File: config.mk
export PLATFORM = sky130hd
export DESIGN_NAME = mecanum_odometry_integrator_unit
export DESIGN_NICKNAME = d
export VERILOG_FILES = /design/src/rtl/mow_pkg.sv /design/src/rtl/mow_serial_mult.sv /design/src/rtl/mow_cordic.sv /design/src/rtl/mecanum_odometry_integrator_unit.sv
export SDC_FILE = /design/constraint.sdc
export NUM_CORES = 2
export LEC_CHECK = 0
export BUFFER_PORTS_ARGS = -buffer_cell sky130_fd_sc_hd__buf_4
export CORE_ASPECT_RATIO = 0.6
export CORE_UTILIZATION = 58
export DETAILED_ROUTE_END_ITERATION = 7
export GPL_ROUTABILITY_DRIVEN = 0
export PLACE_DENSITY_LB_ADDON = 0.2
export SYNTH_ARGS = -nofsm -noshare
export SYNTH_HDL_FRONTEND = slang
export SYNTH_SLANG_ARGS = --single-unit
File: constraint.sdc
create_clock -name clk_i -period 10.6 [get_ports clk_i]
set_input_delay 1.06 -clock clk_i [delete_from_list [all_inputs] [get_ports clk_i]]
set_output_delay 1.06 -clock clk_i [all_outputs]
set_load 0.03 [all_outputs]
File: src/rtl/mow_pkg.sv
// shared types, constants and helper functions for the mecanum odometry integrator
// no dependencies; imported by mow_cordic, the top level and the testbench
package mow_pkg;

  localparam int unsigned CFG_IDX_W = 1;
  localparam int unsigned CFG_DATA_W = 16;
  localparam logic [CFG_IDX_W-1:0] REG_WHEEL_DIAMETER = 1'b0;
  localparam logic [CFG_IDX_W-1:0] REG_X_SLIP_GAIN = 1'b1;

  localparam logic [15:0] WHEEL_DIAMETER_RST = 16'd1613;
  localparam logic [15:0] X_SLIP_GAIN_RST = 16'd23918;

  // pi in Q.40
  localparam logic [63:0] PI_Q40 = 64'd3454217652358;

  // step magnitude width: |F*sin + L*cos| stays below 2^33
  localparam int unsigned MAGW = 34;
  localparam int unsigned DIAW = 16;

  localparam logic signed [31:0] CORDIC_X0 = 32'sd652032874;
  localparam int unsigned ANG_FULL = 36000;
  localparam int unsigned ANG_QUAD = 9000;

  localparam logic signed [23:0] ATAN_TAB [16] = '{
    24'sd1152000, 24'sd680065, 24'sd359328, 24'sd182400,
    24'sd91554, 24'sd45822, 24'sd22916, 24'sd11459,
    24'sd5730, 24'sd2865, 24'sd1432, 24'sd716,
    24'sd358, 24'sd179, 24'sd90, 24'sd45
  };

  typedef enum logic [2:0] {
    COR_IDLE,
    COR_REDUCE,
    COR_ROTATE,
    COR_MAP,
    COR_DONE
  } cor_state_e;

  typedef enum logic [2:0] {
    ST_IDLE,
    ST_TRIG,
    ST_PROD1,
    ST_PROD2,
    ST_DIAM,
    ST_COEF,
    ST_ACCUM,
    ST_DONE
  } top_state_e;

  typedef struct packed {
    logic               done;
    logic signed [15:0] cos_v;
    logic signed [15:0] sin_v;
  } trig_t;

  // round half up from Q2.30 to Q1.15, clamped to +-32767
  function automatic logic signed [15:0] clamp15(input logic signed [31:0] v);
    logic signed [32:0] t;
    logic signed [32:0] r;
    t = {v[31], v} + 33'sd16384;
    r = t >>> 15;
    if (r > 33'sd32767) begin
      return 16'sd32767;
    end else if (r < -33'sd32767) begin
      return -16'sd32767;
    end
    return r[15:0];
  endfunction

  function automatic logic signed [47:0] sat_pos(input logic signed [64:0] v);
    if (v > 65'sh0_0000_7FFF_FFFF_FFFF) begin
      return 48'sh7FFF_FFFF_FFFF;
    end else if (v < -65'sh0_0000_8000_0000_0000) begin
      return 48'sh8000_0000_0000;
    end
    return v[47:0];
  endfunction

  function automatic logic signed [39:0] sat_tot(input logic signed [40:0] v);
    if (v > 41'sh0_7F_FFFF_FFFF) begin
      return 40'sh7F_FFFF_FFFF;
    end else if (v < -41'sh0_80_0000_0000) begin
      return 40'sh80_0000_0000;
    end
    return v[39:0];
  endfunction

endpackage

File: src/rtl/mow_serial_mult.sv
// bit-serial unsigned shift-add multiplier, one multiplier bit per cycle
// depends on nothing; full product is held until the next start
module mow_serial_mult #(
  parameter int unsigned WA = 50,
  parameter int unsigned WB = 32
) (
  input  logic             clk_i,
  input  logic             rst_ni,
  input  logic             start_i,
  input  logic [WA-1:0]    a_i,
  input  logic [WB-1:0]    b_i,
  output logic             busy_o,
  output logic [WA+WB-1:0] prod_o
);

  localparam int unsigned CW = $clog2(WB + 1);

  logic [WA-1:0] a_q;
  logic [WA-1:0] acc_q, acc_d;
  logic [WB-1:0] b_q, b_d;
  logic [CW-1:0] cnt_q;
  logic          busy_q;
  logic [WA:0]   sum;

  always_comb begin
    sum = {1'b0, acc_q} + (b_q[0] ? {1'b0, a_q} : '0);
    acc_d = sum[WA:1];
    b_d = {sum[0], b_q[WB-1:1]};
  end

  always_ff @(posedge clk_i or negedge rst_ni) begin
    if (!rst_ni) begin
      busy_q <= 1'b0;
      cnt_q <= '0;
    end else if (start_i) begin
      busy_q <= 1'b1;
      cnt_q <= CW'(WB);
    end else if (busy_q) begin
      cnt_q <= cnt_q - 1'b1;
      if (cnt_q == CW'(1)) begin
        busy_q <= 1'b0;
      end
    end
  end

  always_ff @(posedge clk_i) begin
    if (start_i) begin
      a_q <= a_i;
      acc_q <= '0;
      b_q <= b_i;
    end else if (busy_q) begin
      acc_q <= acc_d;
      b_q <= b_d;
    end
  end

  assign busy_o = busy_q;
  assign prod_o = {acc_q, b_q};

endmodule

File: src/rtl/mow_cordic.sv
// heading reduction to a quadrant plus a 16-step rotation cordic, one step per cycle
// depends on mow_pkg (angle table, clamp, trig_t)
module mow_cordic
  import mow_pkg::*;
(
  input  logic               clk_i,
  input  logic               rst_ni,
  input  logic               start_i,
  input  logic signed [16:0] heading_i,
  output trig_t              trig_o
);

  cor_state_e state_q, state_d;

  logic signed [17:0] ang_q;
  logic [1:0]         quad_q;
  logic signed [31:0] x_q, y_q;
  logic signed [23:0] z_q;
  logic [3:0]         it_q;
  logic signed [15:0] cos_q, sin_q;
  logic signed [31:0] dx, dy;
  logic signed [15:0] c0, s0;
  logic               ang_neg, ang_over, ang_quad;

  assign ang_neg = ang_q < 18'sd0;
  assign ang_over = ang_q >= 18'(ANG_FULL);
  assign ang_quad = ang_q >= 18'(ANG_QUAD);
  assign dx = y_q >>> it_q;
  assign dy = x_q >>> it_q;
  assign c0 = clamp15(x_q);
  assign s0 = clamp15(y_q);

  // next state
  always_comb begin
    state_d = state_q;
    unique case (state_q)
      COR_IDLE, COR_DONE: begin
        if (start_i) state_d = COR_REDUCE;
      end
      COR_REDUCE: begin
        if (!ang_neg && !ang_over && !ang_quad) state_d = COR_ROTATE;
      end
      COR_ROTATE: begin
        if (it_q == 4'd15) state_d = COR_MAP;
      end
      COR_MAP: state_d = COR_DONE;
      default: state_d = COR_IDLE;
    endcase
  end

  // outputs
  always_comb begin
    trig_o.done = (state_q == COR_DONE);
    trig_o.cos_v = cos_q;
    trig_o.sin_v = sin_q;
  end

  always_ff @(posedge clk_i or negedge rst_ni) begin
    if (!rst_ni) begin
      state_q <= COR_IDLE;
    end else begin
      state_q <= state_d;
    end
  end

  always_ff @(posedge clk_i) begin
    case (state_q)
      COR_IDLE, COR_DONE: begin
        if (start_i) begin
          ang_q <= {heading_i[16], heading_i};
          quad_q <= 2'd0;
        end
      end
      COR_REDUCE: begin
        if (ang_neg) begin
          ang_q <= ang_q + 18'(ANG_FULL);
        end else if (ang_over) begin
          ang_q <= ang_q - 18'(ANG_FULL);
        end else if (ang_quad) begin
          ang_q <= ang_q - 18'(ANG_QUAD);
          quad_q <= quad_q + 2'd1;
        end else begin
          x_q <= CORDIC_X0;
          y_q <= '0;
          z_q <= {ang_q[15:0], 8'd0};
          it_q <= '0;
        end
      end
      COR_ROTATE: begin
        if (z_q >= 24'sd0) begin
          x_q <= x_q - dx;
          y_q <= y_q + dy;
          z_q <= z_q - ATAN_TAB[it_q];
        end else begin
          x_q <= x_q + dx;
          y_q <= y_q - dy;
          z_q <= z_q + ATAN_TAB[it_q];
        end
        it_q <= it_q + 4'd1;
      end
      COR_MAP: begin
        case (quad_q)
          2'd0: begin
            cos_q <= c0;
            sin_q <= s0;
          end
          2'd1: begin
            cos_q <= -s0;
            sin_q <= c0;
          end
          2'd2: begin
            cos_q <= -c0;
            sin_q <= -s0;
          end
          default: begin
            cos_q <= s0;
            sin_q <= -c0;
          end
        endcase
      end
      default: ;
    endcase
  end

endmodule

File: src/rtl/mecanum_odometry_integrator_unit.sv
// top level of the mecanum odometry integrator: control, totals, positions, output register
// depends on mow_pkg, mow_cordic and mow_serial_mult
//
//  channel   direction  handshake                payload
//  in        sink       in_valid_i / in_ready_o  four counts, heading, intervene flag
//  out       source     out_valid_o / out_ready_i positions, steps, totals
//  cfg       sink       cfg_we_i                 cfg_idx_i, cfg_data_i
//
// each request runs through the two bit-serial multipliers, one multiplier bit
// per cycle each: a coefficient/trig round, then four multiply rounds.
// reset clears totals and positions and loads the register defaults.
// a finished result waits in the output register; the next request is taken
// meanwhile and stalls only at its own end if the output is still full.
module mecanum_odometry_integrator_unit
  import mow_pkg::*;
#(
  parameter int unsigned COUNTS_PER_REV = 1024,
  parameter int unsigned GEAR_NUM = 30,
  parameter int unsigned GEAR_DEN = 70,
  parameter int unsigned POS_FRAC_BITS = 16
) (
  input  logic                  clk_i,
  input  logic                  rst_ni,
  input  logic                  in_valid_i,
  output logic                  in_ready_o,
  input  logic signed [15:0]    count_left_front_i,
  input  logic signed [15:0]    count_right_front_i,
  input  logic signed [15:0]    count_right_back_i,
  input  logic signed [15:0]    count_left_back_i,
  input  logic signed [16:0]    heading_i,
  input  logic                  intervene_active_i,
  output logic                  out_valid_o,
  input  logic                  out_ready_i,
  output logic signed [47:0]    x_position_o,
  output logic signed [47:0]    y_position_o,
  output logic signed [17:0]    forward_step_o,
  output logic signed [17:0]    lateral_step_o,
  output logic signed [39:0]    forward_total_o,
  output logic signed [39:0]    lateral_total_o,
  input  logic                  cfg_we_i,
  input  logic [CFG_IDX_W-1:0]  cfg_idx_i,
  input  logic [CFG_DATA_W-1:0] cfg_data_i
);

  localparam logic [63:0] KQ_DEN = 64'(GEAR_DEN) * 64'(COUNTS_PER_REV);
  localparam logic [63:0] KQ = (PI_Q40 * 64'(GEAR_NUM) + KQ_DEN / 2) / KQ_DEN;
  // room for the coefficient times a gain below 2.0
  localparam int unsigned KW = $clog2(KQ + 1) + 1;
  localparam int unsigned WB = (KW > DIAW) ? KW : DIAW;
  localparam int unsigned WA = (MAGW + DIAW > KW) ? MAGW + DIAW : KW;
  localparam int unsigned PW = WA + WB;
  localparam int unsigned SH = 65 - POS_FRAC_BITS;

  top_state_e state_q, state_d;

  logic [15:0]        diam_q, slip_q;
  logic signed [17:0] fq_q, lq_q;
  logic               intervene_q;
  logic [KW-1:0]      kx_q;
  logic signed [34:0] psx_q, psy_q;
  logic               negx_q, negy_q;
  logic signed [63:0] incx_q, incy_q;
  logic signed [47:0] x_acc_q, y_acc_q;
  logic signed [39:0] fwd_acc_q, lat_acc_q;
  logic               out_valid_q;
  logic signed [47:0] x_out_q, y_out_q;
  logic signed [17:0] fs_out_q, ls_out_q;
  logic signed [39:0] ft_out_q, lt_out_q;

  trig_t         trig;
  logic          cor_start;
  logic          mx_start, my_start, mx_busy, my_busy;
  logic [WA-1:0] mx_a, my_a;
  logic [WB-1:0] mx_b, my_b;
  logic [PW-1:0] mx_prod, my_prod;
  logic          units_idle, out_free;

  logic signed [17:0] fq_in, lq_in;
  logic [17:0]        fq_abs, lq_abs;
  logic [14:0]        c_abs, s_abs;
  logic [PW-1:0]      rnd_k;
  logic signed [34:0] sx1, sy1, plc, pls, px, py;
  logic [MAGW-1:0]    px_abs, py_abs;
  logic [PW:0]        rnd_x, rnd_y, shx, shy;
  logic signed [63:0] incx_d, incy_d;

  // left counts enter negated
  assign fq_in = -18'(count_left_back_i) - 18'(count_left_front_i)
               + 18'(count_right_back_i) + 18'(count_right_front_i);
  assign lq_in = -18'(count_left_back_i) + 18'(count_left_front_i)
               - 18'(count_right_back_i) + 18'(count_right_front_i);

  assign fq_abs = fq_q[17] ? 18'(-fq_q) : 18'(fq_q);
  assign lq_abs = lq_q[17] ? 18'(-lq_q) : 18'(lq_q);
  assign c_abs = trig.cos_v[15] ? 15'(-trig.cos_v) : trig.cos_v[14:0];
  assign s_abs = trig.sin_v[15] ? 15'(-trig.sin_v) : trig.sin_v[14:0];

  assign rnd_k = mx_prod + PW'(16384);

  always_comb begin
    sx1 = $signed({1'b0, mx_prod[MAGW-1:0]});
    sy1 = $signed({1'b0, my_prod[MAGW-1:0]});
    if (fq_q[17] ^ trig.sin_v[15]) sx1 = -sx1;
    if (fq_q[17] ^ trig.cos_v[15]) sy1 = -sy1;
    plc = $signed({1'b0, mx_prod[MAGW-1:0]});
    pls = $signed({1'b0, my_prod[MAGW-1:0]});
    if (lq_q[17] ^ trig.cos_v[15]) plc = -plc;
    if (lq_q[17] ^ trig.sin_v[15]) pls = -pls;
    px = -(psx_q + plc);
    py = psy_q - pls;
    px_abs = px[34] ? MAGW'(-px) : MAGW'(px);
    py_abs = py[34] ? MAGW'(-py) : MAGW'(py);
  end

  // symmetric rounding of the scaled magnitude
  always_comb begin
    rnd_x = {1'b0, mx_prod} + ((PW + 1)'(1) << (SH - 1));
    rnd_y = {1'b0, my_prod} + ((PW + 1)'(1) << (SH - 1));
    shx = rnd_x >> SH;
    shy = rnd_y >> SH;
    incx_d = $signed({1'b0, shx[62:0]});
    incy_d = $signed({1'b0, shy[62:0]});
    if (negx_q) incx_d = -incx_d;
    if (negy_q) incy_d = -incy_d;
  end

  assign units_idle = !mx_busy && !my_busy;
  assign out_free = !out_valid_q || out_ready_i;

  // next state
  always_comb begin
    state_d = state_q;
    unique case (state_q)
      ST_IDLE:  if (in_valid_i) state_d = ST_TRIG;
      ST_TRIG:  if (trig.done && !mx_busy) state_d = ST_PROD1;
      ST_PROD1: if (units_idle) state_d = ST_PROD2;
      ST_PROD2: if (units_idle) state_d = ST_DIAM;
      ST_DIAM:  if (units_idle) state_d = ST_COEF;
      ST_COEF:  if (units_idle) state_d = ST_ACCUM;
      ST_ACCUM: state_d = ST_DONE;
      ST_DONE:  if (out_free) state_d = ST_IDLE;
      default:  state_d = ST_IDLE;
    endcase
  end

  // outputs to the units
  always_comb begin
    in_ready_o = 1'b0;
    cor_start = 1'b0;
    mx_start = 1'b0;
    my_start = 1'b0;
    mx_a = '0;
    mx_b = '0;
    my_a = '0;
    my_b = '0;
    unique case (state_q)
      ST_IDLE: begin
        in_ready_o = 1'b1;
        if (in_valid_i) begin
          cor_start = 1'b1;
          mx_start = 1'b1;
          mx_a = WA'(KQ);
          mx_b = WB'(slip_q);
        end
      end
      ST_TRIG: begin
        if (trig.done && !mx_busy) begin
          mx_start = 1'b1;
          my_start = 1'b1;
          mx_a = WA'(fq_abs);
          mx_b = WB'(s_abs);
          my_a = WA'(fq_abs);
          my_b = WB'(c_abs);
        end
      end
      ST_PROD1: begin
        if (units_idle) begin
          mx_start = 1'b1;
          my_start = 1'b1;
          mx_a = WA'(lq_abs);
          mx_b = WB'(c_abs);
          my_a = WA'(lq_abs);
          my_b = WB'(s_abs);
        end
      end
      ST_PROD2: begin
        if (units_idle) begin
          mx_start = 1'b1;
          my_start = 1'b1;
          mx_a = WA'(px_abs);
          mx_b = WB'(diam_q);
          my_a = WA'(py_abs);
          my_b = WB'(diam_q);
        end
      end
      ST_DIAM: begin
        if (units_idle) begin
          mx_start = 1'b1;
          my_start = 1'b1;
          mx_a = WA'(mx_prod[MAGW+DIAW-1:0]);
          mx_b = WB'(kx_q);
          my_a = WA'(my_prod[MAGW+DIAW-1:0]);
          my_b = WB'(KQ);
        end
      end
      ST_COEF, ST_ACCUM, ST_DONE: ;
      default: ;
    endcase
  end

  mow_cordic u_cordic (
    .clk_i     (clk_i),
    .rst_ni    (rst_ni),
    .start_i   (cor_start),
    .heading_i (heading_i),
    .trig_o    (trig)
  );

  mow_serial_mult #(.WA(WA), .WB(WB)) u_mult_x (
    .clk_i   (clk_i),
    .rst_ni  (rst_ni),
    .start_i (mx_start),
    .a_i     (mx_a),
    .b_i     (mx_b),
    .busy_o  (mx_busy),
    .prod_o  (mx_prod)
  );

  mow_serial_mult #(.WA(WA), .WB(WB)) u_mult_y (
    .clk_i   (clk_i),
    .rst_ni  (rst_ni),
    .start_i (my_start),
    .a_i     (my_a),
    .b_i     (my_b),
    .busy_o  (my_busy),
    .prod_o  (my_prod)
  );

  always_ff @(posedge clk_i or negedge rst_ni) begin
    if (!rst_ni) begin
      state_q <= ST_IDLE;
      diam_q <= WHEEL_DIAMETER_RST;
      slip_q <= X_SLIP_GAIN_RST;
      x_acc_q <= '0;
      y_acc_q <= '0;
      fwd_acc_q <= '0;
      lat_acc_q <= '0;
      out_valid_q <= 1'b0;
    end else begin
      state_q <= state_d;
      if (cfg_we_i) begin
        unique case (cfg_idx_i)
          REG_WHEEL_DIAMETER: diam_q <= cfg_data_i;
          REG_X_SLIP_GAIN:    slip_q <= cfg_data_i;
          default: ;
        endcase
      end
      if (state_q == ST_IDLE && in_valid_i) begin
        fwd_acc_q <= sat_tot(41'(fwd_acc_q) + 41'(fq_in));
        lat_acc_q <= sat_tot(41'(lat_acc_q) + 41'(lq_in));
      end
      if (state_q == ST_ACCUM) begin
        x_acc_q <= sat_pos(65'(x_acc_q) + 65'(incx_q));
        y_acc_q <= sat_pos(65'(y_acc_q) + 65'(incy_q));
      end
      if (state_q == ST_DONE && out_free) begin
        out_valid_q <= 1'b1;
      end else if (out_ready_i) begin
        out_valid_q <= 1'b0;
      end
    end
  end

  always_ff @(posedge clk_i) begin
    if (state_q == ST_IDLE && in_valid_i) begin
      fq_q <= fq_in;
      lq_q <= lq_in;
      intervene_q <= intervene_active_i;
    end
    if (state_q == ST_TRIG && trig.done && !mx_busy) begin
      kx_q <= intervene_q ? KW'(KQ) : rnd_k[15 +: KW];
    end
    if (state_q == ST_PROD1 && units_idle) begin
      psx_q <= sx1;
      psy_q <= sy1;
    end
    if (state_q == ST_PROD2 && units_idle) begin
      negx_q <= px[34];
      negy_q <= py[34];
    end
    if (state_q == ST_COEF && units_idle) begin
      incx_q <= incx_d;
      incy_q <= incy_d;
    end
    if (state_q == ST_DONE && out_free) begin
      x_out_q <= x_acc_q;
      y_out_q <= y_acc_q;
      fs_out_q <= fq_q;
      ls_out_q <= lq_q;
      ft_out_q <= fwd_acc_q;
      lt_out_q <= lat_acc_q;
    end
  end

  assign out_valid_o = out_valid_q;
  assign x_position_o = x_out_q;
  assign y_position_o = y_out_q;
  assign forward_step_o = fs_out_q;
  assign lateral_step_o = ls_out_q;
  assign forward_total_o = ft_out_q;
  assign lateral_total_o = lt_out_q;

endmodule

; ---- Yosys cells after proc, flatten, opt, wreduce, memory -nomap -nowiden
; Memory sizes are Yosys's and may differ from the RTL's.
; Index checks and enable logic that the tools add are counted.
; W data, S select, Z words.
[word_totals]
register_bits = 1118
rom_bits = 384
out_inout_bits = 214
word_cells = 320
n_memories = 1
[op_classes]
addsub = 46
n_lt_le_gt_ge = 17
n_eq_ne = 31
shift = 2
mux = 135
n_bitwise = 6
n_reduce_logical = 35
[mem_list]
columns = name, words, width, rd, rd_clocked_by_memory_dff, wr, line
row1 = (name not given), 16, 24, 1, 0, 0, mow_cordic.sv:93  ; z_q <= z_q - ATAN_TAB[it_q];
[ops]
columns = operator, n
row1 = $mux W32, 13
row2 = $mux W48, 6
row3 = $mux W34, 8
row4 = $pmux W50 S5, 1
row5 = $mux W40, 6
row6 = $mux W50, 4
row7 = $pmux W50 S4, 1
row8 = $add A82 B49 Y83 const B, 2
row9 = $pmux W32 S5, 1
row10 = $mux W18, 8
row11 = $mux W24, 6
row12 = $add A48 B64 Y65, 2
row13 = $gt A65 B48 Y1 const B, 2
row14 = $lt A65 B48 Y1 const B, 2
row15 = $mux W16, 8
row16 = $neg A34 Y64, 2
row17 = $pmux W32 S2, 2
row18 = $pmux W31 S4, 1
row19 = $pmux W16 S3, 2
row20 = $mux W15, 6
row21 = $add A40 B18 Y41, 2
row22 = $gt A41 B40 Y1 const B, 2
row23 = $lt A41 B40 Y1 const B, 2
row24 = $add A18 B16 Y18, 4
row25 = 73 further kinds, 179

; ---- Logic depth before layout (Yosys ltp)
[depth]
depth_word = 10
ltp_mapped = 37

; ---- Cells and area by module
; Synthesis repeated with hierarchy kept, for this count alone.
[unflattened]
hier_cells = 9781
area_unflattened_um2 = 89350.7
[modules_own_cells]
columns = module, n_inst, cells_each, area_each_um2
row1 = mecanum_odometry_integrator_unit, 1, 5886, 53817.9
row2 = mow_cordic, 1, 2273, 19371.1
row3 = mow_serial_mult (u_mult_y), 1, 821, 8175.3
row4 = mow_serial_mult (u_mult_x), 1, 801, 7986.4

; ---- Worst setup path after synthesis
; OpenSTA, ideal clock, no wires.
[synth_timing]
path_kind = input -> register
startpoint = in out_ready_i
endpoint = reg fs_out_q[0], in the netlist forward_step_o[0] (enable)
setup_ps = 789
arrival_time_ps = 9923
t_required_ps = 9811
slack_ps = -112
cell_stages = 2
n_path_buf = 0
cell_sequence = nor2b_1 -> nor2_1
[synth_between]
elab_chain_len = 2
[synth_lines]
columns = item, line
row1 = from (decl), mecanum_odometry_integrator_unit.sv:33  ; input logic out_ready_i,
row2 = $logic_or A1 B1 Y1, mecanum_odometry_integrator_unit.sv:128  ; assign out_free = !out_valid_q || out_ready_i;
row3 = $logic_and A1 B1 Y1, mecanum_odometry_integrator_unit.sv:295  ; if (state_q == ST_DONE && out_free) begin
row4 = to (signal assigned), mecanum_odometry_integrator_unit.sv:298  ; fs_out_q <= fq_q;
row5 = to (decl), mecanum_odometry_integrator_unit.sv:67  ; logic signed [17:0] fs_out_q, ls_out_q;
; No other way between the ends.
; A chain may end at the register's enable or synchronous reset.

; ---- Final worst setup path
[layout_timing]
startpoint = in count_left_front_i[1]
endpoint = reg fwd_acc_q[15]
[layout_between]
elab_chain_len = 9
elab_cells_between_ends = 11
[layout_lines]
columns = item, line
row1 = from (decl), mecanum_odometry_integrator_unit.sv:26  ; input logic signed [15:0] count_left_front_i,
row2 = $sub A18 B16 Y18 (*), mecanum_odometry_integrator_unit.sv:88  ; assign fq_in = -18'(count_left_back_i) - 18'(count_left_front_i)
row3 = $add A18 B16 Y18 (*) (2 in a row), mecanum_odometry_integrator_unit.sv:89  ; + 18'(count_right_back_i) + 18'(count_right_front_i);
row4 = via fq_in[17], mecanum_odometry_integrator_unit.sv:78  ; logic signed [17:0] fq_in, lq_in;
row5 = $add A40 B18 Y41 (*), mecanum_odometry_integrator_unit.sv:259  ; fwd_acc_q <= sat_tot(41'(fwd_acc_q) + 41'(fq_in));
row6 = $lt A41 B40 Y1, mow_pkg.sv:82  ; end else if (v < -41'sh0_80_0000_0000) begin
row7 = $mux W1, mow_pkg.sv:82
row8 = $mux W1, mow_pkg.sv:80  ; if (v > 41'sh0_7F_FFFF_FFFF) begin
row9 = $mux W1, mecanum_odometry_integrator_unit.sv:258  ; if (state_q == ST_IDLE && in_valid_i) begin
row10 = $mux W40 (*), mow_pkg.sv:85  ; return v[39:0];
row11 = to (signal assigned), mecanum_odometry_integrator_unit.sv:259
row12 = to (decl), mecanum_odometry_integrator_unit.sv:64  ; logic signed [39:0] fwd_acc_q, lat_acc_q;
; Mark *: on every way through the listed nets, which the timed path passes. The rest lies on a longest branch. The select of a mux whose other input is x is not followed.

==> flow_metrics.tcl <==
set metrics [dict create \
    start_util_pct 58.5 \
    hold_viol 0 \
    slew_headroom_pct 9.35 \
    slew_violations 0 \
    max_freq_mhz 104 \
    worst-endpoint-required_ns 11.27 \
    die_area_um2 150000 \
    post_cts_buffers 0 \
    netlist-cell-type-count 116 \
    cts_hold_buffers 0 \
    crit_top_cell "o21ai_0" \
    cts_max_path_buffers 3 \
    cts_tree "done" \
    violations "DRC" \
    avgSynthCellArea_um2 9.15 \
    rsz0062_at_grt "no" \
    n_antenna_cell 0 \
    synthArstFlopShare_pct 20.5 \
    slowest_stage "and2_1" \
    area_delta_synth_final_pct 8.52 \
    hpwl_mm 182 \
    power_density_nw_per_um2 119 \
    core-area_um2 147000 \
    grt_first_pass_wirelength_mm 380 \
    cp-end-kind "flop" \
    grt_overflow 0 \
    pre_cts_ws_ns 0.667 \
    rows 109 \
    antenna_found_initial 8 \
    utilization_pct 63.5 \
    final_common_cell "nor2_1" \
    tns_ns 0 \
    layout-drive-gt1-share_pct 9.15 \
    synth_cells 9418 \
    critPathKind "in2reg" \
    power.total_w 0.0112 \
    gr-usage-all-layers_pct 31.6 \
    synth-edff-count 789 \
    setup_viol 0 \
    cts_num_sinks 1118 \
    synth_fp_nets 10200 \
    htreeDepth 3 \
    wl_mm 244 \
    wl_per_cell_um 21.3 \
    die_h_um 301 \
    vias 73100 \
    fin_skew_ns 0.0434 \
    post-route-period-util_pct 90.3 \
    syn_area_um2 86100 \
    drtPass1Iterations 8 \
    grt_max_degree 87 \
    clk_latency_ns 0.79 \
    ys_ff_latch 1118 \
    startpoint_type "primary input" \
    arrival_ns 10.24 \
    outcome "finished, violations left" \
    hold_class "in2async" \
    route.detailed.drc 27 \
    pin_count 318 \
    vdd_ir_drop_max_mv 0.351 \
    cpPeakStageDelay_ns 1.04 \
    drtIter0Drc 8786 \
    min_period_ns 9.57 \
    drtAntennaViolNets 0 \
    grt_pass1_vias 66500 \
    final_nets 10200 \
    synth_top_flop_cell "edfxtp_1" \
    layout_common_cells "nor2_1, nand2_1, edfxtp_1, a21oi_1, o21ai_0" \
    yosys_warnings 0 \
    clk_pin_slew_ns 0.06 \
    ys_seq_area_share_pct 36.5 \
    hold-worst-slack_ns 0.287 \
    die_w_um 500 \
    portBuffers 317 \
    cts_root_buf "clkbuf_16" \
    p_leak_nw 38.1 \
    cts_buffers 109 \
    crit_fanout 25 \
    cap_violations 0 \
    setup_ws_ns 1.03 \
    cts_resized 0 \
    viasPerCell 6.37 \
    tightest_slew_ns 1.36 \
]
[logic make-up (layout without fill, tap and decap cells)]
kind of cell | Yosys count | after routing | share of synthesized area (%)
buffers and inverters | 928 | 1035 | 4.21
xor gates and xnor gates | 1022 | 1022 | 10.4
and+or+nand+nor | 2877 | 2877 | 16.1
adders and majority gates | 660 | 660 | 10.3
DFF | 1118 | 1118 | 36.5
AOI/OAI and AO/OA | 2571 | 2571 | 18.8
muxes | 242 | 242 | 3.82
[worst paths after layout]
path / start / to / slack (ns) / cells past startpoint
worst max-delay path: count_left_front_i[1] / fwd_acc_q[15]$_DFFE_PN0P_ / 1.03 / 34
worst min-delay path: rst_ni / y_acc_q[24]$_DFFE_PN0P_ / 0.29 / 1
worst max register to register: u_mult_y.b_q[0]$_DFFE_PP_ / u_mult_y.a_q[19]$_DFFE_PP_ / 2.69 / 25
worst min register to register: y_acc_q[2]$_DFFE_PN0P_ / y_position_o[2]$_DFFE_PP_ / 0.48 / 0
max in group asynchronous: rst_ni / diam_q[11]$_DFFE_PN0P_ / 8.18 / 3
min in group clk_i: y_acc_q[2]$_DFFE_PN0P_ / y_position_o[2]$_DFFE_PP_ / 0.48 / 0
[cells in the mapped netlist (all sizes together) (28+ instances only)]
library cell | n | area share [%]
ha | 582 | 8.5
mux2 | 68 | 0.89
or2 | 50 | 0.37
xnor2 | 609 | 6.2
and3 | 88 | 0.64
o31ai | 70 | 0.63
mux2i | 116 | 1.4
a31oi | 102 | 0.74
o2bb2ai | 48 | 0.49
inv | 427 | 1.9
nor2b | 83 | 0.60
o31a | 44 | 0.45
nand3 | 189 | 1.1
clkbuf | 408 | 1.8
and2 | 200 | 1.5
fa | 77 | 1.8
a21boi | 36 | 0.32
nor2 | 816 | 3.6
o22ai | 47 | 0.35
o21ai | 732 | 4.3
or3 | 78 | 0.57
dfrtp | 213 | 6.2
buf | 89 | 0.55
xor2 | 413 | 4.2
nand4 | 106 | 0.78
a21oi | 711 | 4.1
nor3 | 178 | 1.1
a21o | 254 | 2.2
a211oi | 52 | 0.45
o21bai | 82 | 0.71
edfxtp | 789 | 28
dfxtp | 100 | 2.3
a221o | 28 | 0.33
nor4 | 57 | 0.45
nand2b | 109 | 0.79
nand2 | 804 | 3.5
o211ai | 34 | 0.30
mux4 | 58 | 1.6
o21a | 62 | 0.54
[sequential cells by signal, indices dropped and copies added, names as in the netlist, 48 cells and up]
register / count
x_position_o: 48
u_mult_x.a_q: 50
x_acc_q: 48
u_mult_y.acc_q: 50
u_mult_y.a_q: 50
incx_q: 64
u_mult_x.acc_q: 50
y_acc_q: 48
incy_q: 64
y_position_o: 48
[stage by stage]
stage	area, um2	std cells
global placement	89700	11300
floorplan	86100	9418
detailed placement	89700	11300
finish	93500	11500
CTS	93500	11500
global route	93500	11500
[report_power, final]
group / switching (W) / internal [W]
Clock: 0.00189 / 0.00230
Sequential: 0.0000300 / 0.00469
Combinational: 0.00143 / 0.000819
Total: 0.00335 / 0.00781
[per-layer routing]
metal | global-route usage [%] | up-vias | part of all wire (%)
met5 | 0 | - | 0.023
met4 | 6.82 | 8 | 2.0
met3 | 8.05 | 387 | 12
met2 | 42.0 | 3817 | 39
met1 | 50.5 | 34800 | 47
li1 | - | 34100 | -
[worst max-delay path, delay by kind of cell]
kind | cells | cell delay (ns)
and+or+nand+nor | 6 | 1.85
buffers and inverters | 3 | 0.59
AOI/OAI and AO/OA | 19 | 4.20
adders and majority gates | 5 | 2.09
xor gates and xnor gates | 1 | 0.37
[area by class of cell]
class	instances	area (um2)
Multi-Input combinational cell	7372	51200
Sequential cell	1118	31400
Tap cell	1942	2430
Inverter	431	1630
Clock inverter	70	773
Fill cell	12100	53800
Clock buffer	137	3030
Timing Repair Buffer	397	2990
(Power assumes the default switching activity.)
